## src/hw/rtl/dsl_pkg.sv

```systemverilog
// Shared types and codes for the descending sorted list block.
// Used by the top level, the step unit and the port checker; depends on nothing.
package dsl_pkg;

    localparam int KEY_W = 32;

    localparam logic OP_INS = 1'b0;
    localparam logic OP_DEL = 1'b1;

    localparam logic [1:0] ST_OK   = 2'd0;
    localparam logic [1:0] ST_MISS = 2'd1;
    localparam logic [1:0] ST_FULL = 2'd2;

    typedef logic signed [KEY_W-1:0] t_key;

    // Decision of one scan step over a stored word
    typedef struct packed {
        logic we;     // write this step
        logic back;   // write one slot toward the head (delete shift)
        logic hit;    // insert point or delete match found at this word
        t_key wdata;  // word to write
    } t_step;

endpackage

```

## src/hw/rtl/dsl_step.sv

```systemverilog
// Shared compare unit: decides the write of one scan step of an insert or delete.
// Depends on dsl_pkg.
module dsl_step (
    input  logic          i_op,
    input  dsl_pkg::t_key i_key,
    input  dsl_pkg::t_key i_rdata,
    input  dsl_pkg::t_key i_carry,
    input  logic          i_flag,
    output dsl_pkg::t_step o_step
);
    import dsl_pkg::*;

    logic le;

    assign le = (i_rdata <= i_key);

    always_comb begin
        o_step = '{we: 1'b0, back: 1'b0, hit: 1'b0, wdata: i_rdata};
        if (i_op == OP_INS) begin
            // place the key ahead of the first word not above it, then ripple
            if (!i_flag && le) begin
                o_step.we    = 1'b1;
                o_step.hit   = 1'b1;
                o_step.wdata = i_key;
            end else if (i_flag) begin
                o_step.we    = 1'b1;
                o_step.wdata = i_carry;
            end
        end else begin
            // after the match, move each word one slot toward the head
            if (i_flag) begin
                o_step.we   = 1'b1;
                o_step.back = 1'b1;
            end else if (i_rdata == i_key) begin
                o_step.hit = 1'b1;
            end
        end
    end

endmodule

```

## src/hw/rtl/descending_sorted_list.sv

```systemverilog
// Top level of the descending sorted list: sequencer, key store and result register.
// Depends on dsl_pkg and dsl_step.
//
//  channel   direction  handshake           payload
//  -------   ---------  ------------------  -------------------------------------------
//  command   in         i_valid / o_stall   i_op, i_key
//  result    out        o_valid / i_stall   o_status, o_entry_valid, o_entry_key,
//                                           o_position, o_list_count, o_last
//
// Steps: accept, scan the words (an insert also visits the tail slot), reopen the store,
// then emit one result word per stored word; the scan goes through the single store read
// port and the one compare unit. A full or empty reject gives a lone status word, as do
// a delete miss and a delete of the only word, each after its scan.
// Reset clears state, word count and result valid; the store is left as is.
// A result stall holds the result word and pauses the emit; o_stall stays high while busy.
module descending_sorted_list #(
    parameter int DEPTH = 16
) (
    input  logic                   i_clk,
    input  logic                   i_rst_n,
    // command channel
    input  logic                   i_valid,
    output logic                   o_stall,
    input  logic                   i_op,
    input  logic signed [31:0]     i_key,
    // result channel
    output logic                   o_valid,
    input  logic                   i_stall,
    output logic [1:0]             o_status,
    output logic                   o_entry_valid,
    output logic signed [31:0]     o_entry_key,
    output logic [3:0]             o_position,
    output logic [4:0]             o_list_count,
    output logic                   o_last
);
    import dsl_pkg::*;

    localparam int AW = (DEPTH > 1) ? $clog2(DEPTH) : 1;
    localparam int CW = $clog2(DEPTH + 1);

    typedef enum logic [2:0] {
        S_IDLE,
        S_INS,
        S_DEL,
        S_PREP,
        S_EMIT,
        S_SOLO
    } t_state;

    t_state        r_state;
    logic [CW-1:0] r_count;
    logic [CW-1:0] r_i;
    logic [CW-1:0] r_oidx;
    logic          r_op;
    t_key          r_key;
    t_key          r_carry;
    logic          r_flag;
    logic [1:0]    r_solo_status;

    // key store
    t_key          r_mem [DEPTH];
    t_key          r_rdata;
    logic [CW-1:0] rd_addr;
    logic          wr_en;
    logic [CW-1:0] wr_addr;
    t_key          wr_data;

    // result register
    logic          r_o_valid;
    logic [1:0]    r_o_status;
    logic          r_o_entry_valid;
    t_key          r_o_entry_key;
    logic [3:0]    r_o_position;
    logic [4:0]    r_o_list_count;
    logic          r_o_last;

    t_step         step;
    logic          load;
    logic          emit;
    logic          tail;
    logic [CW-1:0] last_idx;

    dsl_step u_step (
        .i_op    (r_op),
        .i_key   (r_key),
        .i_rdata (r_rdata),
        .i_carry (r_carry),
        .i_flag  (r_flag),
        .o_step  (step)
    );

    assign o_stall  = (r_state != S_IDLE);
    assign load     = !r_o_valid || !i_stall;
    assign emit     = load && (r_state == S_EMIT || r_state == S_SOLO);
    assign tail     = (r_i == r_count);
    assign last_idx = r_count - CW'(1);

    // read address: prefetch the next word while the current one is worked
    always_comb begin
        unique case (r_state)
            S_INS, S_DEL: rd_addr = r_i + CW'(1);
            S_EMIT:       rd_addr = load ? r_oidx + CW'(1) : r_oidx;
            default:      rd_addr = '0;
        endcase
    end

    // write port: ripple for inserts, shift toward the head for deletes
    always_comb begin
        wr_en   = 1'b0;
        wr_addr = r_i;
        wr_data = step.wdata;
        unique case (r_state)
            S_INS: begin
                if (tail) begin
                    wr_en   = 1'b1;
                    wr_data = r_flag ? r_carry : r_key;
                end else begin
                    wr_en = step.we;
                end
            end
            S_DEL: begin
                wr_en   = step.we;
                wr_addr = step.back ? r_i - CW'(1) : r_i;
            end
            default: wr_en = 1'b0;
        endcase
    end

    always_ff @(posedge i_clk) begin
        if (wr_en) begin
            r_mem[wr_addr[AW-1:0]] <= wr_data;
        end
        r_rdata <= r_mem[rd_addr[AW-1:0]];
    end

    always_ff @(posedge i_clk) begin
        if (!i_rst_n) begin
            r_state   <= S_IDLE;
            r_count   <= '0;
            r_o_valid <= 1'b0;
        end else begin
            // load a new result word, or drop the current one once taken
            if (emit) begin
                r_o_valid <= 1'b1;
            end else if (r_o_valid && !i_stall) begin
                r_o_valid <= 1'b0;
            end
            unique case (r_state)
                S_IDLE: begin
                    if (i_valid) begin
                        r_op   <= i_op;
                        r_key  <= i_key;
                        r_flag <= 1'b0;
                        r_i    <= '0;
                        if (i_op == OP_INS) begin
                            if (r_count == CW'(DEPTH)) begin
                                r_solo_status <= ST_FULL;
                                r_state       <= S_SOLO;
                            end else begin
                                r_state <= S_INS;
                            end
                        end else begin
                            if (r_count == '0) begin
                                r_solo_status <= ST_MISS;
                                r_state       <= S_SOLO;
                            end else begin
                                r_state <= S_DEL;
                            end
                        end
                    end
                end
                S_INS: begin
                    if (tail) begin
                        r_count <= r_count + CW'(1);
                        r_state <= S_PREP;
                    end else begin
                        if (step.hit) begin
                            r_flag <= 1'b1;
                        end
                        if (step.hit || r_flag) begin
                            r_carry <= r_rdata;
                        end
                        r_i <= r_i + CW'(1);
                    end
                end
                S_DEL: begin
                    if (step.hit) begin
                        r_flag <= 1'b1;
                    end
                    if (r_i == last_idx) begin
                        if (r_flag || step.hit) begin
                            r_count <= last_idx;
                            if (last_idx == '0) begin
                                r_solo_status <= ST_OK;
                                r_state       <= S_SOLO;
                            end else begin
                                r_state <= S_PREP;
                            end
                        end else begin
                            r_solo_status <= ST_MISS;
                            r_state       <= S_SOLO;
                        end
                    end else begin
                        r_i <= r_i + CW'(1);
                    end
                end
                S_PREP: begin
                    // store writes have landed; word 0 is read this cycle
                    r_oidx  <= '0;
                    r_state <= S_EMIT;
                end
                S_EMIT: begin
                    if (load) begin
                        r_o_status      <= ST_OK;
                        r_o_entry_valid <= 1'b1;
                        r_o_entry_key   <= r_rdata;
                        r_o_position    <= 4'(r_oidx);
                        r_o_list_count  <= 5'(r_count);
                        r_o_last        <= (r_oidx == last_idx);
                        r_oidx          <= r_oidx + CW'(1);
                        if (r_oidx == last_idx) begin
                            r_state <= S_IDLE;
                        end
                    end
                end
                S_SOLO: begin
                    if (load) begin
                        r_o_status      <= r_solo_status;
                        r_o_entry_valid <= 1'b0;
                        r_o_entry_key   <= '0;
                        r_o_position    <= '0;
                        r_o_list_count  <= 5'(r_count);
                        r_o_last        <= 1'b1;
                        r_state         <= S_IDLE;
                    end
                end
                default: r_state <= S_IDLE;
            endcase
        end
    end

    assign o_valid       = r_o_valid;
    assign o_status      = r_o_status;
    assign o_entry_valid = r_o_entry_valid;
    assign o_entry_key   = r_o_entry_key;
    assign o_position    = r_o_position;
    assign o_list_count  = r_o_list_count;
    assign o_last        = r_o_last;

endmodule

```

## config.mk

```make
export PLATFORM = sky130hd
export DESIGN_NAME = descending_sorted_list
export DESIGN_NICKNAME = d
export VERILOG_FILES = /design/src/hw/rtl/dsl_pkg.sv /design/src/hw/rtl/dsl_step.sv /design/src/hw/rtl/descending_sorted_list.sv
export SDC_FILE = /design/constraint.sdc
export NUM_CORES = 1
export LEC_CHECK = 0
export ABC_AREA = 1
export BUFFER_PORTS_ARGS = -buffer_cell sky130_fd_sc_hd__buf_4
export CAP_MARGIN = 20
export CORE_MARGIN = 2
export CORE_UTILIZATION = 30
export DETAILED_ROUTE_END_ITERATION = 16
export PLACE_DENSITY = 0.54
export SYNTH_ARGS = -nofsm -noshare
export SYNTH_HDL_FRONTEND = slang
export SYNTH_SLANG_ARGS = --single-unit
export TNS_END_PERCENT = 30
```

## constraint.sdc

```tcl
create_clock -name i_clk -period 4.5 [get_ports i_clk]
set_input_delay 0.9 -clock i_clk [delete_from_list [all_inputs] [get_ports i_clk]]
set_output_delay 0.9 -clock i_clk [all_outputs]
set_load 0.03 [all_outputs]
```

==> impl_results.md <==
- Root buffer cell: clkbuf_16
- Worst path max stage delay: 0.47 ns
- Crit path buffers/inverters: 2
- Syn_nets: 2,339
- Critical Path RT: 4.74 ns
- Kind of critical path: flop to flop
- Post-DP Area: 30,460 um2
- Met1 Use GR: 20.41%
- Most frequent cell after synthesis: edfxtp_1
- I/O Buffers: 83
- Slowest cell on the critical path: buf_4
- Final ANT Viol Nets: 0
- RePlAce Congestion: 0.8272
- # setup viols final: 0
- CP top delay family: simple AND/OR/NAND/NOR gates
- Ys async rst share: 0%
- Starting density of the core: 30.20%
- Largest net degree at the start of global routing: 165
- Vert. Die Dim: 310.3 um
- Clk buf depth: 3
- Setup Fix Bufs, Post-CTS: 0
- Clk_skew: 0.02680 ns
- Final core occ: 35.05%
- Post-route insts no fill: 3,661
- N_diodes: 0
- Drt drc: 0
- Final period util: 85.19%
- Ys flop type: edfxtp_1
- Nets: 2,428
- Filler cell count: 9,032
- Reg-to-reg critical path startpoint: r_key[31]
- PostCTS Resize Cnt: 0
- CP endpoint kind: flop
- Clk slew on worst S/H paths: 0.06 ns
- Max-capacitance violation count: 0
- DR vias/cell: 4.960
- CTS sink count: 676
- Pleak: 11.47 nW
- Initial drt markers: 1,927
- Dpl cells: 3,535
- Setup repair after global routing missed its margin: no
- Setup TNS: 0 ns
- Grt ovf: 0
- Layout cells sized above 1: 13.09%
- Normalized max-slew margin: 40.72%
- Crit path cell chain: inv_1 > ha_1 > nand2_1 > nor3_2 > and3_2 > nand2_2 > nand2_1 > nand2_2 > nand3_4 > nand2_1 > nand3_2 > nand2_1 > nor3_2 > buf_4
- CP Launch Point: r_key[31]
- First-pass GRT wire length: 109.9 mm
- Fin crit period: 3.834 ns
- Initial antenna violation count: 2
- Syn. warnings: 0
- HP Start: i_key[25]
- Die width: 310.3 um
- CTS tree: built
- I/O pins: 84
- Die ar.: 96,280 um2
- Syn Inst Count: 2,263
- Hold_ws: 0.4726 ns
- CP dominant cell by count: nand2_1
- Final Hold Vio Count: 0
- # hold bufs at CTS: 0
- Core Area: 93,190 um2
- DP Wirelength: 43.08 mm
- Clk_lat worst skew: 0.61 ns
- Area grow syn2layout: 16.04%
- Average size of a mapped cell: 12.44 um2
- Number of global-route vias before repair: 17,750
- WL/cell: 20.06 um
- Total Wirelength: 73.44 mm
- Worst Tran Pin Value: 0.8882 ns
- Gr busiest metal: met2
- Post-synth top area share: 67.75%
- Status: completed
- Max VDD drop: 0.0004559 V
- Post-synth top area cell: edfxtp_1
- M3 GR Usage: 2.861%
- Mapped cell area: 28,140 um2
- Crit path arrival time: 4.07 ns
- Top post-synthesis cells by area: edfxtp_1 68%, o21ai_0 5.8%, nor2_1 4.1%
- H-Tree Depth: 3
- Max Clk Rate: 0.2608 GHz
- Crit path max fanout: 23
- Final Instance Area: 32,660 um2
- Cell Pwr Density: 721.0 nW/um2
- Worst min-delay path class: input port to flop
- Commonest cells post-synth: 635 x edfxtp_1, 327 x o21ai_0, 309 x nor2_1, 247 x nand2_1, 129 x inv_1
- Pre-antenna DRT Iters: 7
- Rows: 112
- Crit path launch type: flop
- Register area share after synthesis: 70.67%
- DR vias: 18,160
- GRT met2 Usage: 24.39%
- #FFs+latches synth: 676
- Gr usage total: 15.12%
- Count of unique library cells instantiated by Yosys: 51
- Max-slew violation count: 0
- Post-synth EDFFs: 635
- CTS buffer count: 69
## power by group
group / leakage [nW] / switching [mW] / total (mW) / internal, mW
clock: 1.09 / 2.38 / 5.58 / 3.20
sequential: 6.10 / 0.404 / 9.20 / 8.80
combinational: 4.28 / 6.31 / 8.76 / 2.46
total: 11.5 / 9.09 / 23.5 / 14.5
## final cells by class
type	count	area, um2	area share, %
Tap cell	1254	1569	4.804
Inverter	141	546.8	1.674
Multi-Input combinational cell	1313	7038	21.55
Clock buffer	90	1887	5.777
Timing Repair Buffer	151	1421	4.352
Sequential cell	676	19890	60.90
Clock inverter	36	309.0	0.9462
## cells in the final DEF, fill, tap and decap left out, types with 6 or more instances in the layout
master     Yosys  final
nand3_1       81     81
xor2_1        10     10
clkbuf_16      0     70
edfxtp_1     635    635
nor3_2         3     18
xnor2_1        8      8
o21ai_0      327    327
nor2_4         4      8
nand2_2        6      6
clkbuf_8       0      6
clkinv_1       1     10
o221ai_1      90     90
nor2_1       309    305
nand2_1      247    247
clkinv_2       0     18
a21oi_1       28     28
dfxtp_1       41     41
nand4_1       15     15
clkbuf_1      35     14
buf_4         15    128
buf_12         0     23
o21ai_1       27     27
inv_1        129    128
o22ai_1       37     37
ha_1          39     39
inv_2          7      8
o211ai_1      34     34
## flip-flops by register name, summed over array words and instances, names as in the netlist, 2 cells and up
register and flops:
r_solo_status 2, r_state 3, o_position 4, r_count 5, r_rdata 32, r_mem 512, r_oidx 5, r_key 32
o_entry_key 32, o_list_count 5, o_status 2, r_i 5, r_carry 32
## through the flow
step | power, mW | setup WS, ns
finish | 23.55 | 0.6662
global route | 24.92 | 0.3850
CTS | 23.69 | 0.6594
detailed placement | 18.07 | 0.7263
global placement | 17.84 | 0.7984
floorplan | 14.96 | -0.05179
## path summary, 6_finish.rpt
path	to	slack, ns	cells past startpoint
setup reg to reg	r_mem[11][14]	0.67	14
hold reg to reg	r_carry[22]	0.50	0
setup / recovery	r_mem[11][14]	0.67	14
hold / removal	r_key[25]	0.47	1
## worst reg2reg max path, delay by kind of cell, from the launching register on
kind | cells | cell delay (ns)
buf+inv | 2 | 0.53
fa+ha+maj | 1 | 0.37
simple gates | 11 | 2.22
flops | 1 | 0.34
## logic make-up after synthesis
family	count (synthesis)	synth area share, %
fa+ha+maj	39	1.734
compound gates	553	11.69
buf+inv	274	4.699
flops	676	70.67
xor+xnor	18	0.5601
simple gates	703	10.65
## metal layers
metal / routed length (um) / vias up / share of wire, %
met5: 14 / - / 0.019
met4: 1882 / 2 / 2.6
met3: 5190 / 115 / 7.1
met2: 34170 / 653 / 47
met1: 32180 / 8939 / 44
li1: - / 8449 / -
No activity file was read; power rests on OpenSTA's default activity.
